[src/rtl/gated_pid_motor_power_top_defines.svh]
// assertion macros for the gated pid motor power block
`ifndef GATED_PID_MOTOR_POWER_TOP_DEFINES_SVH
`define GATED_PID_MOTOR_POWER_TOP_DEFINES_SVH
`ifndef SYNTHESIS
`define GPMP_ASSERT(lbl, clk, rst_n, prop, msg) \
    lbl: assert property (@(posedge clk) disable iff (!rst_n) prop) else $error(msg);
`define GPMP_ASSERT_NEXT(lbl, clk, rst_n, pre, post, msg) \
    lbl: assert property (@(posedge clk) disable iff (!rst_n) (pre) |=> (post)) else $error(msg);
`else
`define GPMP_ASSERT(lbl, clk, rst_n, prop, msg)
`define GPMP_ASSERT_NEXT(lbl, clk, rst_n, pre, post, msg)
`endif
`endif

[src/rtl/gpmp_pkg.sv]
// shared types and constants of the gated pid motor power block
`timescale 1ns / 1ps
package gpmp_pkg;

    localparam int unsigned GAIN_W     = 32;
    localparam int unsigned PERIOD_W   = 16;
    localparam int unsigned CFG_DATA_W = 32;
    localparam int unsigned REG_IDX_W  = 2;
    localparam int unsigned OP_W       = 2;
    localparam int unsigned POWER_W    = 8;
    localparam int unsigned SUM_W      = 48;
    localparam int unsigned DIGIT_W    = 16;
    localparam int unsigned MOP_W      = 48;
    localparam int unsigned N_DIGITS   = MOP_W / DIGIT_W;
    localparam int unsigned PROD_W     = GAIN_W + MOP_W;
    localparam int unsigned TERM_W     = 64;
    localparam int unsigned LIMIT_LOG2 = 60;
    localparam int unsigned FRAC_BITS  = 24;

    localparam logic [OP_W-1:0] OP_TICK  = 2'd0;
    localparam logic [OP_W-1:0] OP_POS   = 2'd1;
    localparam logic [OP_W-1:0] OP_SPEED = 2'd2;

    localparam logic [REG_IDX_W-1:0] REG_PROP   = 2'd0;
    localparam logic [REG_IDX_W-1:0] REG_DERIV  = 2'd1;
    localparam logic [REG_IDX_W-1:0] REG_INTEG  = 2'd2;
    localparam logic [REG_IDX_W-1:0] REG_PERIOD = 2'd3;

    localparam logic [1:0] TERM_P = 2'd0;
    localparam logic [1:0] TERM_I = 2'd1;
    localparam logic [1:0] TERM_D = 2'd2;

    localparam logic [GAIN_W-1:0]   PROP_RST   = 32'd1174405;
    localparam logic [GAIN_W-1:0]   DERIV_RST  = 32'd33554432;
    localparam logic [GAIN_W-1:0]   INTEG_RST  = 32'd1678;
    localparam logic [PERIOD_W-1:0] PERIOD_RST = 16'd10;

    localparam logic signed [SUM_W-1:0] SUM_MAX = {1'b0, {(SUM_W-1){1'b1}}};
    localparam logic signed [SUM_W-1:0] SUM_MIN = {1'b1, {(SUM_W-1){1'b0}}};

    localparam logic signed [POWER_W-1:0] POWER_HI  = 8'sd127;
    localparam logic signed [POWER_W-1:0] POWER_LO  = -8'sd127;
    localparam logic signed [POWER_W-1:0] POWER_BAD = -8'sd128;

    typedef struct packed {
        logic       capture;
        logic       tick;
        logic       err;
        logic       eprod;
        logic       esat;
        logic       mul_load;
        logic [1:0] term_sel;
        logic       mul_step;
        logic       term_add;
        logic       div_load;
        logic       div_step;
        logic       div_add;
        logic       finish;
        logic       out_load;
    } t_cmd;

    typedef struct packed {
        logic            gate;
        logic [OP_W-1:0] op;
    } t_status;

endpackage

[src/rtl/gpmp_ctrl.sv]
// sequencer of the pid update: item capture, term multiplies, divide, result
`timescale 1ns / 1ps
`include "gated_pid_motor_power_top_defines.svh"
module gpmp_ctrl #(
    parameter int unsigned SAMPLE_WIDTH = 16
) (
    input  logic              i_clk,
    input  logic              i_rst_n,
    input  logic              i_in_valid,
    output logic              o_in_stall,
    output logic              o_out_valid,
    input  logic              i_out_stall,
    input  gpmp_pkg::t_status i_status,
    output gpmp_pkg::t_cmd    o_cmd
);

    localparam int unsigned DIV_W = gpmp_pkg::GAIN_W + SAMPLE_WIDTH + 2;
    localparam int unsigned CNT_W = $clog2(DIV_W + 1);

    localparam logic [3:0] S_IDLE   = 4'd0;
    localparam logic [3:0] S_DECIDE = 4'd1;
    localparam logic [3:0] S_ERR    = 4'd2;
    localparam logic [3:0] S_EPROD  = 4'd3;
    localparam logic [3:0] S_ESAT   = 4'd4;
    localparam logic [3:0] S_MLOAD  = 4'd5;
    localparam logic [3:0] S_MSTEP  = 4'd6;
    localparam logic [3:0] S_MADD   = 4'd7;
    localparam logic [3:0] S_DLOAD  = 4'd8;
    localparam logic [3:0] S_DSTEP  = 4'd9;
    localparam logic [3:0] S_DADD   = 4'd10;
    localparam logic [3:0] S_FINISH = 4'd11;
    localparam logic [3:0] S_DONE   = 4'd12;

    logic [3:0]       r_state;
    logic [3:0]       n_state;
    logic [1:0]       r_term;
    logic [1:0]       n_term;
    logic [CNT_W-1:0] r_cnt;
    logic [CNT_W-1:0] n_cnt;
    logic             r_out_valid;
    logic             n_out_valid;
    logic             w_request;

    assign w_request = (i_status.op == gpmp_pkg::OP_POS) || (i_status.op == gpmp_pkg::OP_SPEED);

    always_comb begin
        n_state = r_state;
        n_term  = r_term;
        n_cnt   = r_cnt;
        o_cmd   = '0;
        unique case (r_state)
            S_IDLE: begin
                if (i_in_valid) begin
                    o_cmd.capture = 1'b1;
                    n_state       = S_DECIDE;
                end
            end
            S_DECIDE: begin
                if (w_request && i_status.gate) begin
                    n_state = S_ERR;
                end else begin
                    o_cmd.tick = (i_status.op == gpmp_pkg::OP_TICK);
                    n_state    = S_DONE;
                end
            end
            S_ERR: begin
                o_cmd.err = 1'b1;
                n_term    = gpmp_pkg::TERM_P;
                n_state   = S_EPROD;
            end
            S_EPROD: begin
                o_cmd.eprod = 1'b1;
                n_state     = S_ESAT;
            end
            S_ESAT: begin
                o_cmd.esat = 1'b1;
                n_state    = S_MLOAD;
            end
            S_MLOAD: begin
                o_cmd.mul_load = 1'b1;
                o_cmd.term_sel = r_term;
                n_cnt          = '0;
                n_state        = S_MSTEP;
            end
            S_MSTEP: begin
                o_cmd.mul_step = 1'b1;
                n_cnt          = r_cnt + 1'b1;
                if (r_cnt == CNT_W'(gpmp_pkg::N_DIGITS - 1)) begin
                    n_state = (r_term == gpmp_pkg::TERM_D) ? S_DLOAD : S_MADD;
                end
            end
            S_MADD: begin
                o_cmd.term_add = 1'b1;
                n_term  = (r_term == gpmp_pkg::TERM_P) ? gpmp_pkg::TERM_I : gpmp_pkg::TERM_D;
                n_state = S_MLOAD;
            end
            S_DLOAD: begin
                o_cmd.div_load = 1'b1;
                n_cnt          = '0;
                n_state        = S_DSTEP;
            end
            S_DSTEP: begin
                o_cmd.div_step = 1'b1;
                n_cnt          = r_cnt + 1'b1;
                if (r_cnt == CNT_W'(DIV_W - 1)) begin
                    n_state = S_DADD;
                end
            end
            S_DADD: begin
                o_cmd.div_add = 1'b1;
                n_state       = S_FINISH;
            end
            S_FINISH: begin
                o_cmd.finish = 1'b1;
                n_state      = S_DONE;
            end
            S_DONE: begin
                if (!r_out_valid || !i_out_stall) begin
                    o_cmd.out_load = 1'b1;
                    n_state        = S_IDLE;
                end
            end
            default: begin
                n_state = S_IDLE;
            end
        endcase
    end

    always_comb begin
        priority if (o_cmd.out_load) begin
            n_out_valid = 1'b1;
        end else if (r_out_valid && !i_out_stall) begin
            n_out_valid = 1'b0;
        end else begin
            n_out_valid = r_out_valid;
        end
    end

    always_ff @(posedge i_clk) begin
        if (!i_rst_n) begin
            r_state     <= S_IDLE;
            r_term      <= gpmp_pkg::TERM_P;
            r_cnt       <= '0;
            r_out_valid <= 1'b0;
        end else begin
            r_state     <= n_state;
            r_term      <= n_term;
            r_cnt       <= n_cnt;
            r_out_valid <= n_out_valid;
        end
    end

    assign o_in_stall  = (r_state != S_IDLE);
    assign o_out_valid = r_out_valid;

    `GPMP_ASSERT(a_div_count, i_clk, i_rst_n, (r_state == S_DSTEP) |-> (r_cnt < CNT_W'(DIV_W)), "divide step count overrun")
    `GPMP_ASSERT(a_one_op, i_clk, i_rst_n, $onehot0({o_cmd.capture, o_cmd.tick, o_cmd.err, o_cmd.eprod, o_cmd.esat, o_cmd.mul_load, o_cmd.mul_step, o_cmd.term_add, o_cmd.div_load, o_cmd.div_step, o_cmd.div_add, o_cmd.finish, o_cmd.out_load}), "more than one datapath operation")
    `GPMP_ASSERT_NEXT(a_accept_decide, i_clk, i_rst_n, i_in_valid && !o_in_stall, r_state == S_DECIDE, "accepted request not evaluated")

endmodule

[src/rtl/gpmp_dp.sv]
// pid datapath: registers, state, shared digit multiplier and radix-2 divider
`timescale 1ns / 1ps
`include "gated_pid_motor_power_top_defines.svh"
module gpmp_dp #(
    parameter int unsigned SAMPLE_WIDTH = 16,
    parameter int unsigned TIMER_WIDTH  = 16
) (
    input  logic                                  i_clk,
    input  logic                                  i_rst_n,
    input  logic                                  i_cfg_wr_en,
    input  logic [gpmp_pkg::REG_IDX_W-1:0]        i_cfg_index,
    input  logic [gpmp_pkg::CFG_DATA_W-1:0]       i_cfg_data,
    input  logic [gpmp_pkg::OP_W-1:0]             i_operation,
    input  logic signed [SAMPLE_WIDTH-1:0]        i_measured,
    input  logic signed [SAMPLE_WIDTH-1:0]        i_setpoint,
    input  gpmp_pkg::t_cmd                        i_cmd,
    output gpmp_pkg::t_status                     o_status,
    output logic signed [gpmp_pkg::POWER_W-1:0]   o_drive,
    output logic                                  o_updated
);

    localparam int unsigned GAIN_W   = gpmp_pkg::GAIN_W;
    localparam int unsigned PERIOD_W = gpmp_pkg::PERIOD_W;
    localparam int unsigned SUM_W    = gpmp_pkg::SUM_W;
    localparam int unsigned MOP_W    = gpmp_pkg::MOP_W;
    localparam int unsigned DIGIT_W  = gpmp_pkg::DIGIT_W;
    localparam int unsigned PROD_W   = gpmp_pkg::PROD_W;
    localparam int unsigned TERM_W   = gpmp_pkg::TERM_W;
    localparam int unsigned POWER_W  = gpmp_pkg::POWER_W;
    localparam int unsigned PMAG_W   = POWER_W - 1;
    localparam int unsigned SSUM_W   = POWER_W + 1;
    localparam int unsigned ERR_W    = SAMPLE_WIDTH + 1;
    localparam int unsigned DE_W     = SAMPLE_WIDTH + 2;
    localparam int unsigned EPROD_W  = ERR_W + PERIOD_W + 1;
    localparam int unsigned ACC_W    = ((EPROD_W > SUM_W) ? EPROD_W : SUM_W) + 1;
    localparam int unsigned DIV_W    = GAIN_W + DE_W;
    localparam int unsigned LIMIT_W  = gpmp_pkg::LIMIT_LOG2 + 1;
    localparam int unsigned QCMP_W   = (DIV_W > LIMIT_W) ? DIV_W : LIMIT_W;
    localparam int unsigned CMP_W    = (TIMER_WIDTH > PERIOD_W) ? TIMER_WIDTH : PERIOD_W;

    localparam logic [PROD_W-1:0] LIMIT_P = PROD_W'(1) << gpmp_pkg::LIMIT_LOG2;
    localparam logic [QCMP_W-1:0] LIMIT_Q = QCMP_W'(1) << gpmp_pkg::LIMIT_LOG2;

    logic [GAIN_W-1:0]                r_prop_gain;
    logic [GAIN_W-1:0]                r_deriv_gain;
    logic [GAIN_W-1:0]                r_integ_gain;
    logic [PERIOD_W-1:0]              r_period;
    logic [TIMER_WIDTH-1:0]           r_elapsed;
    logic signed [ERR_W-1:0]          r_last_err;
    logic signed [SUM_W-1:0]          r_err_sum;
    logic signed [POWER_W-1:0]        r_held;
    logic signed [POWER_W-1:0]        r_summed;

    logic [gpmp_pkg::OP_W-1:0]        r_op;
    logic signed [SAMPLE_WIDTH-1:0]   r_meas;
    logic signed [SAMPLE_WIDTH-1:0]   r_setp;
    logic signed [ERR_W-1:0]          r_err;
    logic signed [DE_W-1:0]           r_de;
    logic signed [EPROD_W-1:0]        r_eprod;
    logic [1:0]                       r_sel;
    logic [MOP_W-1:0]                 r_mop;
    logic                             r_mneg;
    logic [PROD_W-1:0]                r_acc;
    logic signed [TERM_W-1:0]         r_total;
    logic [DIV_W-1:0]                 r_dividend;
    logic [PERIOD_W-1:0]              r_rem;
    logic                             r_upd;
    logic signed [POWER_W-1:0]        r_drive;
    logic                             r_updated;

    logic signed [ERR_W-1:0]          w_err;
    logic signed [ACC_W-1:0]          w_sum;
    logic                             w_ovf_pos;
    logic                             w_ovf_neg;
    logic signed [SUM_W-1:0]          w_sum_sat;
    logic [ERR_W-1:0]                 w_err_mag;
    logic [SUM_W-1:0]                 w_esum_mag;
    logic [DE_W-1:0]                  w_de_mag;
    logic [MOP_W-1:0]                 w_mop_init;
    logic                             w_mneg_init;
    logic [GAIN_W-1:0]                w_gain;
    logic [GAIN_W+DIGIT_W-1:0]        w_pp;
    logic [PROD_W-1:0]                w_acc_clamp;
    logic signed [TERM_W-1:0]         w_term;
    logic [PERIOD_W:0]                w_trial;
    logic [PERIOD_W:0]                w_diff;
    logic                             w_ge;
    logic [QCMP_W-1:0]                w_quo;
    logic [QCMP_W-1:0]                w_quo_clamp;
    logic signed [TERM_W-1:0]         w_dterm;
    logic [TERM_W-1:0]                w_tot_mag;
    logic [TERM_W-1:0]                w_shift;
    logic [PMAG_W-1:0]                w_pmag;
    logic signed [POWER_W-1:0]        w_power;
    logic signed [SSUM_W-1:0]         w_ssum;
    logic signed [POWER_W-1:0]        w_ssum_sat;

    assign w_err = ERR_W'(r_setp) - ERR_W'(r_meas);

    assign w_sum     = ACC_W'(r_err_sum) + ACC_W'(r_eprod);
    assign w_ovf_pos = !w_sum[ACC_W-1] && (|w_sum[ACC_W-2:SUM_W-1]);
    assign w_ovf_neg = w_sum[ACC_W-1] && !(&w_sum[ACC_W-2:SUM_W-1]);
    assign w_sum_sat = w_ovf_pos ? gpmp_pkg::SUM_MAX :
                       (w_ovf_neg ? gpmp_pkg::SUM_MIN : w_sum[SUM_W-1:0]);

    assign w_err_mag  = r_err[ERR_W-1] ? $unsigned(-r_err) : $unsigned(r_err);
    assign w_esum_mag = r_err_sum[SUM_W-1] ? $unsigned(-r_err_sum) : $unsigned(r_err_sum);
    assign w_de_mag   = r_de[DE_W-1] ? $unsigned(-r_de) : $unsigned(r_de);

    always_comb begin
        unique case (i_cmd.term_sel)
            gpmp_pkg::TERM_P: begin
                w_mop_init  = MOP_W'(w_err_mag);
                w_mneg_init = r_err[ERR_W-1];
            end
            gpmp_pkg::TERM_I: begin
                w_mop_init  = MOP_W'(w_esum_mag);
                w_mneg_init = r_err_sum[SUM_W-1];
            end
            default: begin
                w_mop_init  = MOP_W'(w_de_mag);
                w_mneg_init = r_de[DE_W-1];
            end
        endcase
    end

    always_comb begin
        unique case (r_sel)
            gpmp_pkg::TERM_P: w_gain = r_prop_gain;
            gpmp_pkg::TERM_I: w_gain = r_integ_gain;
            default:          w_gain = r_deriv_gain;
        endcase
    end

    assign w_pp        = w_gain * r_mop[MOP_W-1 -: DIGIT_W];
    assign w_acc_clamp = (r_acc > LIMIT_P) ? LIMIT_P : r_acc;
    assign w_term      = signed'(TERM_W'(w_acc_clamp));

    assign w_trial = {r_rem, r_dividend[DIV_W-1]};
    assign w_ge    = (w_trial >= {1'b0, r_period});
    assign w_diff  = w_trial - {1'b0, r_period};

    assign w_quo       = QCMP_W'(r_dividend);
    assign w_quo_clamp = (w_quo > LIMIT_Q) ? LIMIT_Q : w_quo;
    assign w_dterm     = signed'(TERM_W'(w_quo_clamp));

    assign w_tot_mag = r_total[TERM_W-1] ? $unsigned(-r_total) : $unsigned(r_total);
    assign w_shift   = w_tot_mag >> gpmp_pkg::FRAC_BITS;
    assign w_pmag    = (w_shift > TERM_W'({PMAG_W{1'b1}})) ? {PMAG_W{1'b1}} : w_shift[PMAG_W-1:0];
    assign w_power   = r_total[TERM_W-1] ? -signed'({1'b0, w_pmag}) : signed'({1'b0, w_pmag});

    assign w_ssum     = SSUM_W'(r_summed) + SSUM_W'(w_power);
    assign w_ssum_sat = (w_ssum > SSUM_W'(gpmp_pkg::POWER_HI)) ? gpmp_pkg::POWER_HI :
                        ((w_ssum < SSUM_W'(gpmp_pkg::POWER_LO)) ? gpmp_pkg::POWER_LO :
                         w_ssum[POWER_W-1:0]);

    // configuration and controller state
    always_ff @(posedge i_clk) begin
        if (!i_rst_n) begin
            r_prop_gain  <= gpmp_pkg::PROP_RST;
            r_deriv_gain <= gpmp_pkg::DERIV_RST;
            r_integ_gain <= gpmp_pkg::INTEG_RST;
            r_period     <= gpmp_pkg::PERIOD_RST;
            r_elapsed    <= '0;
            r_last_err   <= '0;
            r_err_sum    <= '0;
            r_held       <= '0;
            r_summed     <= '0;
        end else begin
            if (i_cfg_wr_en) begin
                unique case (i_cfg_index)
                    gpmp_pkg::REG_PROP: begin
                        if (i_cfg_data != '0) r_prop_gain <= i_cfg_data;
                    end
                    gpmp_pkg::REG_DERIV: begin
                        if (i_cfg_data != '0) r_deriv_gain <= i_cfg_data;
                    end
                    gpmp_pkg::REG_INTEG: begin
                        if (i_cfg_data != '0) r_integ_gain <= i_cfg_data;
                    end
                    default: begin
                        if (i_cfg_data[PERIOD_W-1:0] != '0) r_period <= i_cfg_data[PERIOD_W-1:0];
                    end
                endcase
            end
            if (i_cmd.tick && (r_elapsed != '1)) begin
                r_elapsed <= r_elapsed + 1'b1;
            end
            if (i_cmd.esat) begin
                r_err_sum  <= w_sum_sat;
                r_last_err <= r_err;
            end
            if (i_cmd.finish) begin
                r_held    <= w_power;
                r_elapsed <= '0;
                if (r_op == gpmp_pkg::OP_SPEED) begin
                    r_summed <= w_ssum_sat;
                end
            end
        end
    end

    // working registers of one request
    always_ff @(posedge i_clk) begin
        if (i_cmd.capture) begin
            r_op   <= i_operation;
            r_meas <= i_measured;
            r_setp <= i_setpoint;
            r_upd  <= 1'b0;
        end
        if (i_cmd.err) begin
            r_err <= w_err;
        end
        if (i_cmd.eprod) begin
            r_de    <= DE_W'(r_err) - DE_W'(r_last_err);
            r_eprod <= EPROD_W'(r_err) * EPROD_W'(signed'({1'b0, r_period}));
        end
        if (i_cmd.esat) begin
            r_total <= '0;
        end
        if (i_cmd.mul_load) begin
            r_sel  <= i_cmd.term_sel;
            r_mop  <= w_mop_init;
            r_mneg <= w_mneg_init;
            r_acc  <= '0;
        end
        if (i_cmd.mul_step) begin
            r_acc <= (r_acc << DIGIT_W) + PROD_W'(w_pp);
            r_mop <= r_mop << DIGIT_W;
        end
        if (i_cmd.term_add) begin
            r_total <= r_mneg ? (r_total - w_term) : (r_total + w_term);
        end
        if (i_cmd.div_load) begin
            r_dividend <= r_acc[DIV_W-1:0];
            r_rem      <= '0;
        end
        if (i_cmd.div_step) begin
            r_dividend <= {r_dividend[DIV_W-2:0], w_ge};
            r_rem      <= w_ge ? w_diff[PERIOD_W-1:0] : w_trial[PERIOD_W-1:0];
        end
        if (i_cmd.div_add) begin
            r_total <= r_mneg ? (r_total - w_dterm) : (r_total + w_dterm);
        end
        if (i_cmd.finish) begin
            r_upd <= 1'b1;
        end
        if (i_cmd.out_load) begin
            r_drive   <= (r_op == gpmp_pkg::OP_SPEED) ? r_summed : r_held;
            r_updated <= r_upd;
        end
    end

    assign o_status.gate = (CMP_W'(r_elapsed) > CMP_W'(r_period));
    assign o_status.op   = r_op;
    assign o_drive       = r_drive;
    assign o_updated     = r_updated;

    `GPMP_ASSERT(a_power_range, i_clk, i_rst_n, (r_held != gpmp_pkg::POWER_BAD) && (r_summed != gpmp_pkg::POWER_BAD), "power left the symmetric range")

endmodule

[src/rtl/gated_pid_motor_power_top.sv]
// top level of the timer gated pid motor power controller
//
//  channel  direction  handshake                   payload
//  in       request    i_in_valid / o_in_stall     i_operation, i_measured, i_setpoint
//  out      result     o_out_valid / i_out_stall   o_drive, o_updated
//  cfg      write      i_cfg_wr_en                 i_cfg_index, i_cfg_data
//
//  a tick or a request that does not open the gate: capture, the gate decision, then the result
//  an update runs the 3 x 3 digit passes of the shared 32 x 16 multiplier and
//  the one bit per cycle divide by the period
//  one request at a time; the next is taken while a finished result waits to be taken
//  a stalled result holds the sequencer in its last step until the output register frees
//  reset (synchronous, active low) restores gains, period and all controller state
`timescale 1ns / 1ps
module gated_pid_motor_power_top #(
    parameter int unsigned SAMPLE_WIDTH = 16,
    parameter int unsigned TIMER_WIDTH  = 16
) (
    input  logic                                  i_clk,
    input  logic                                  i_rst_n,
    input  logic                                  i_cfg_wr_en,
    input  logic [gpmp_pkg::REG_IDX_W-1:0]        i_cfg_index,
    input  logic [gpmp_pkg::CFG_DATA_W-1:0]       i_cfg_data,
    input  logic                                  i_in_valid,
    output logic                                  o_in_stall,
    input  logic [gpmp_pkg::OP_W-1:0]             i_operation,
    input  logic signed [SAMPLE_WIDTH-1:0]        i_measured,
    input  logic signed [SAMPLE_WIDTH-1:0]        i_setpoint,
    output logic                                  o_out_valid,
    input  logic                                  i_out_stall,
    output logic signed [gpmp_pkg::POWER_W-1:0]   o_drive,
    output logic                                  o_updated
);

    gpmp_pkg::t_cmd    w_cmd;
    gpmp_pkg::t_status w_status;

    gpmp_ctrl #(
        .SAMPLE_WIDTH (SAMPLE_WIDTH)
    ) u_ctrl (
        .i_clk       (i_clk),
        .i_rst_n     (i_rst_n),
        .i_in_valid  (i_in_valid),
        .o_in_stall  (o_in_stall),
        .o_out_valid (o_out_valid),
        .i_out_stall (i_out_stall),
        .i_status    (w_status),
        .o_cmd       (w_cmd)
    );

    gpmp_dp #(
        .SAMPLE_WIDTH (SAMPLE_WIDTH),
        .TIMER_WIDTH  (TIMER_WIDTH)
    ) u_dp (
        .i_clk       (i_clk),
        .i_rst_n     (i_rst_n),
        .i_cfg_wr_en (i_cfg_wr_en),
        .i_cfg_index (i_cfg_index),
        .i_cfg_data  (i_cfg_data),
        .i_operation (i_operation),
        .i_measured  (i_measured),
        .i_setpoint  (i_setpoint),
        .i_cmd       (w_cmd),
        .o_status    (w_status),
        .o_drive     (o_drive),
        .o_updated   (o_updated)
    );

endmodule
[config.mk]
export PLATFORM = sky130hd
export DESIGN_NAME = gated_pid_motor_power_top
export DESIGN_NICKNAME = d
export VERILOG_FILES = /design/src/rtl/gpmp_pkg.sv /design/src/rtl/gpmp_ctrl.sv /design/src/rtl/gpmp_dp.sv /design/src/rtl/gated_pid_motor_power_top.sv
export VERILOG_INCLUDE_DIRS = /design/src /design/src/rtl
export SDC_FILE = /design/constraint.sdc
export NUM_CORES = 2
export LEC_CHECK = 0
export ABC_AREA = 1
export BUFFER_PORTS_ARGS = -buffer_cell sky130_fd_sc_hd__buf_2
export CAP_MARGIN = 20
export CORE_ASPECT_RATIO = 0.7
export CORE_UTILIZATION = 45
export CTS_CLUSTER_SIZE = 25
export DETAILED_ROUTE_END_ITERATION = 6
export PLACE_DENSITY_LB_ADDON = 0.25
export SLEW_MARGIN = 20
export SYNTH_ARGS = -nofsm -noshare
export SYNTH_HDL_FRONTEND = slang
export SYNTH_SLANG_ARGS = --single-unit
[constraint.sdc]
create_clock -name i_clk -period 19.9 [get_ports i_clk]
set_input_delay 3.98 -clock i_clk [delete_from_list [all_inputs] [get_ports i_clk]]
set_output_delay 3.98 -clock i_clk [all_outputs]
set_load 0.005 [all_outputs]
### Word level (Yosys, flattened, before mapping)

Cells that the tools add are included.

* output and inout bits: 11
* bits of input ports: 73
* logic and storage cells: 179
* flip-flop bits (word level): 596

* order comparisons: 7
* add/subtract/negate cells: 17
* equal/unequal tests: 26
* multipliers: 2
* multiplexer cells: 58
* bitwise gates (word level): 2
* reductions and logical operators: 37

Operators by type and width (number)
* $mux W64: 7
* $mux W48: 5
* $mux W80: 2
* $mux W50: 2
* $pmux W48 S2: 1
* $add A80 B48 Y80: 1
* $gt A80 B61 Y1 const B: 1
* $add A64 B62 Y64: 1
* $add A64 B64 Y64: 1
* $neg A64 Y64: 1
* $pmux W32 S2: 1
* $sub A64 B62 Y64: 1
* $sub A64 B64 Y64: 1
* $gt A50 B61 Y1 const B: 1
* $mux W61: 1
* $add A48 B34 Y49: 1
* $mul A32 B16 Y48: 1
* $mux W16: 3
* $neg A48 Y48: 1
* $pmux W4 S12: 1
* $gt A40 B7 Y1 const B: 1
* $mul A17 B17 Y34: 1
* $mux W8: 4
* $reduce_bool A32 Y1: 1
* other kinds (49): 108

### Longest topological paths before layout

* word-level depth: 10
* mapped depth: 39
* gate-level depth less buffers: 39

### Cells and area by module

Synthesis repeated with hierarchy kept, for this count alone.

* cell total of the unflattened synthesis: 10023
* area, all modules: 73252.8 um^2

By module, submodules not included
* gpmp_dp: cells an instance 9862, times used 1, area each 72326.9 um^2
* gpmp_ctrl: cells an instance 161, times used 1, area each 925.9 um^2

### Worst setup path after synthesis

No wires, ideal clock.

* path kind: register to register
* start: register u_dp.r_sel[1]
* end: register u_dp.r_acc[45] (data pin)
* path slack: 12.993 ns
* clock period less this slack: 6.907 ns
* required time: 19.647 ns
* arrival time: 6.655 ns
* cell stages (with the launch flop): 29
* cell sequence: edfxtp_1 nor2_1 clkbuf_1 buf_1 nand2_1 nand3_1 clkinv_1 nand2_1 fa_1 inv_1 fa_1 fa_1 fa_1 inv_1 fa_1 inv_1 fa_1 ha_1 a21o_1 a31oi_1 o21ai_1 a21boi_0 o21ai_2 a21boi_2 o21ai_0 a21oi_1 o21ai_0 nor2_1 nor2_1

* cells in the longest elaborated chain, start to end: 5

Ends and longest elaborated chain
* from (decl): line gpmp_dp.sv:60 `logic [1:0] r_sel;`
* from (signal assigned): line gpmp_dp.sv:222 `r_sel <= i_cmd.term_sel;`
* $eq A2 B1 Y1 / $logic_not A2 Y1 (equally long branches): line gpmp_dp.sv:128 `unique case (r_sel)`
* $pmux W32 S2 *: line gpmp_dp.sv:128
* $mul A32 B16 Y48 *: line gpmp_dp.sv:135 `assign w_pp = w_gain * r_mop[MOP_W-1 -: DIGIT_W];`
* $add A80 B48 Y80 *: line gpmp_dp.sv:228 `r_acc <= (r_acc << DIGIT_W) + PROD_W'(w_pp);`
* $mux W80 *: line gpmp_dp.sv:227 `if (i_cmd.mul_step) begin`
* to (signal assigned): line gpmp_dp.sv:228
* to (decl): line gpmp_dp.sv:63 `logic [PROD_W-1:0] r_acc;`

Every way passes the cells marked *; elsewhere a longest branch is shown, timed or not.
A chain may end at the register's enable or synchronous reset.

### Worst setup path after layout

* start: register u_dp.r_sel[1]
* end: register u_dp.r_acc[35] (data pin)

The elaborated chain is that of the path after synthesis.

==> qor.txt <==
N_diodes - 0
GRT overflow - 0
FF-to-FF path depth - 27
Final Wtd Congestion - 1.03
Die Ht - 339 µm
Post-synth EDFFs - 357
Core Region - 0.161 mm²
Root Driver - clkbuf_16
Sequential element share of the synthesized area - 21.3%
Final ANT Viol Nets - 0
Startpoint Class - flop
Slowest CP cell - inv_1
CP endpoint kind - flop
Die ar. - 0.163 mm²
Hold Path Stages - 0
Syn_nets - 11200
Max-slew violation count - 0
R2r startpoint - u_dp.r_sel[1]$_DFFE_PP_
Hold crit path type - reg -> reg
Port-buffer cells - 83
Maxcap violations - 0
CTS tree - done
Layout Nets - 11100
Total GRT Usage - 29.8%
Syn Area/Cell - 7.35 µm²
First-pass GRT wire length - 376 mm
Status - finished, final reports clean
Hold Fails Final Rpt - 0
Iteration-0 DRC Markers - 7264
Boundary Pins - 84
Rows - 123
Setup TNS - 0 ns
Post-synthesis cell type count - 71
YS warnings - 0
Post-Route WL - 245 mm
Max_slew headroom - 10.2%
H-Tree Depth - 3
Data arrival, critical path - 9.28 ns
Post-Route Skew - 0.0333 ns
CTS Hold Buffers Added - 0
CP required - 20.34 ns
Post-CTS Setup Inserts - 0
Vias in the first global route - 62600
Period minus WS final - 8.84 ns
Max incr delay on CP - 0.75 ns
Crit Path Category - reg -> reg
Drt pass-1 iters - 6
Internal reg-to-reg setup slack - 11.06 ns
Yosys top cell area share - 20.2%
Post-synthesis instance total - 9907
Most frequent cell on the critical path - inv_1
Fin crit share - 44.4%
Reg clk slew, reported paths - 0.06 ns
Yosys top cell by area - fa_1
Worst Hold End - u_dp.o_updated$_DFFE_PP_
Total clock sinks - 596
Vias - 66500
Die width - 483 µm
CTS Buffer Depth - 3
Commonest non-fill, non-tap cell in the layout - nand2_1
Most frequent cells in the layout - nand2_1, inv_1, nor2_1
Worst-margin pin slew - 1.33 ns
Post-cts resize count - 0
Yosys reg bits - 596
Largest net degree at the start of global routing - 80
Post-synthesis cell area - 0.0728 mm²
Post-route DRC - 0
Hold Startpoint - u_dp.r_upd$_SDFFE_PP1P_
Clk_lat worst skew - 0.71 ns
WL/cell - 20.4 µm
Main flop type after synthesis - edfxtp_1
Starting density of the core - 45.3%
DP HPWL - 200 mm
Async SR Flop Fraction - 0%
Vias per inst - 5.53
Worst r2r dst - u_dp.r_acc[35]$_SDFFCE_PN0P_
FMAX - 113 MHz
Area growth syn-to-layout - 6.76%
Setup-failing EPs final - 0
CTS buffer count - 72
Share of cells above drive strength 1 - 4.52%
Ranking of synthesized cells by area - fa_1, edfxtp_1, nand2_1, inv_1, ha_1
Initial antenna violation count - 6
RSZ-0062 raised after global routing - no
Crit path max fanout - 32
metrics by stage:
stage	utilization (%)	hold slack [ns]	worst slack [ns]	instance area (µm²)	cells
floorplan	-	0.402	12.99	72800	9907
global route	48.4	0.453	10.81	77800	12000
CTS	48.4	0.443	11.33	77700	12000
detailed placement	46.9	0.430	11.37	75300	11900
global placement	46.9	0.425	11.48	75300	11900
finish	48.4	0.446	11.06	77800	12000
kinds of logic after synthesis:
logic type / Yosys count / synth area share (%)
fa+ha+maj: 1219 / 28.5
simple gates: 3663 / 20.6
flops: 596 / 21.3
xor+xnor: 317 / 3.81
buf+inv: 2280 / 11.9
compound gates: 1832 / 13.9
layout make-up:
class	count	area (µm²)
clock inverters	36	383
inverters	1976	7420
fillers	16200	82900
multi-input cells	7031	48700
repair buffers	160	1060
well taps	2125	2660
flip-flops and latches	596	15500
clock buffers	98	1990
critical path, delay by kind of cell (launching register included):
family	cells	cell delay (ns)
DFF	1	0.43
buffers and inverters	9	1.80
AOI/OAI and AO/OA	6	1.78
and+or+nand+nor	4	0.81
adders and majority gates	7	3.38
xor gates and xnor gates	1	0.32
cell usage after synthesis, drive strengths merged (43+ instances only):
cell and number:
xnor2 108, clkbuf 234, or2 58, nand3 280, o21ai 704, nand4 60, fa 736, inv 1964
xor2 209, nor4 43, a31oi 103, ha 483, a21oi 762, nand2 1981, buf 70, dfxtp 239
edfxtp 357, nor3 110, nor2 1096
worst max-delay path by stage:
stage	from	endpoint	slack, ns	depth (start not counted)
floorplan	u_dp.r_sel[1]$_DFFE_PP_	u_dp.r_acc[45]$_SDFFCE_PN0P_	12.99	28
finish	u_dp.r_sel[1]$_DFFE_PP_	u_dp.r_acc[35]$_SDFFCE_PN0P_	11.06	27
CTS	u_dp.r_sel[1]$_DFFE_PP_	u_dp.r_acc[35]$_SDFFCE_PN0P_	11.33	27
global route	u_dp.r_sel[1]$_DFFE_PP_	u_dp.r_acc[43]$_SDFFCE_PN0P_	10.81	28
detailed placement	u_dp.r_sel[1]$_DFFE_PP_	u_dp.r_acc[35]$_SDFFCE_PN0P_	11.37	27
global placement	u_dp.r_sel[1]$_DFFE_PP_	u_dp.r_acc[35]$_SDFFCE_PN0P_	11.48	25
registers in the layout, summed over array words and instances, names as in the netlist, 17 cells and up:
signal             flops
u_dp.r_total          64
u_dp.r_integ_gain     32
u_dp.r_dividend       50
u_dp.r_prop_gain      32
u_dp.r_eprod          34
u_dp.r_last_err       17
u_dp.r_acc            80
u_dp.r_deriv_gain     32
u_dp.r_err_sum        48
u_dp.r_de             18
u_dp.r_mop            48
u_dp.r_err            17
per-layer routing:
metal | global-route usage, % | wire length, µm | up-vias
met5 | 0 | 40 | -
met3 | 6.19 | 25600 | 311
met2 | 41.8 | 99000 | 3007
li1 | - | - | 31200
met1 | 46.1 | 113000 | 32000
met4 | 7.21 | 6900 | 6
Power is not shown: default switching activity piles up to over one toggle a cycle in this logic, so the estimate is an artifact.
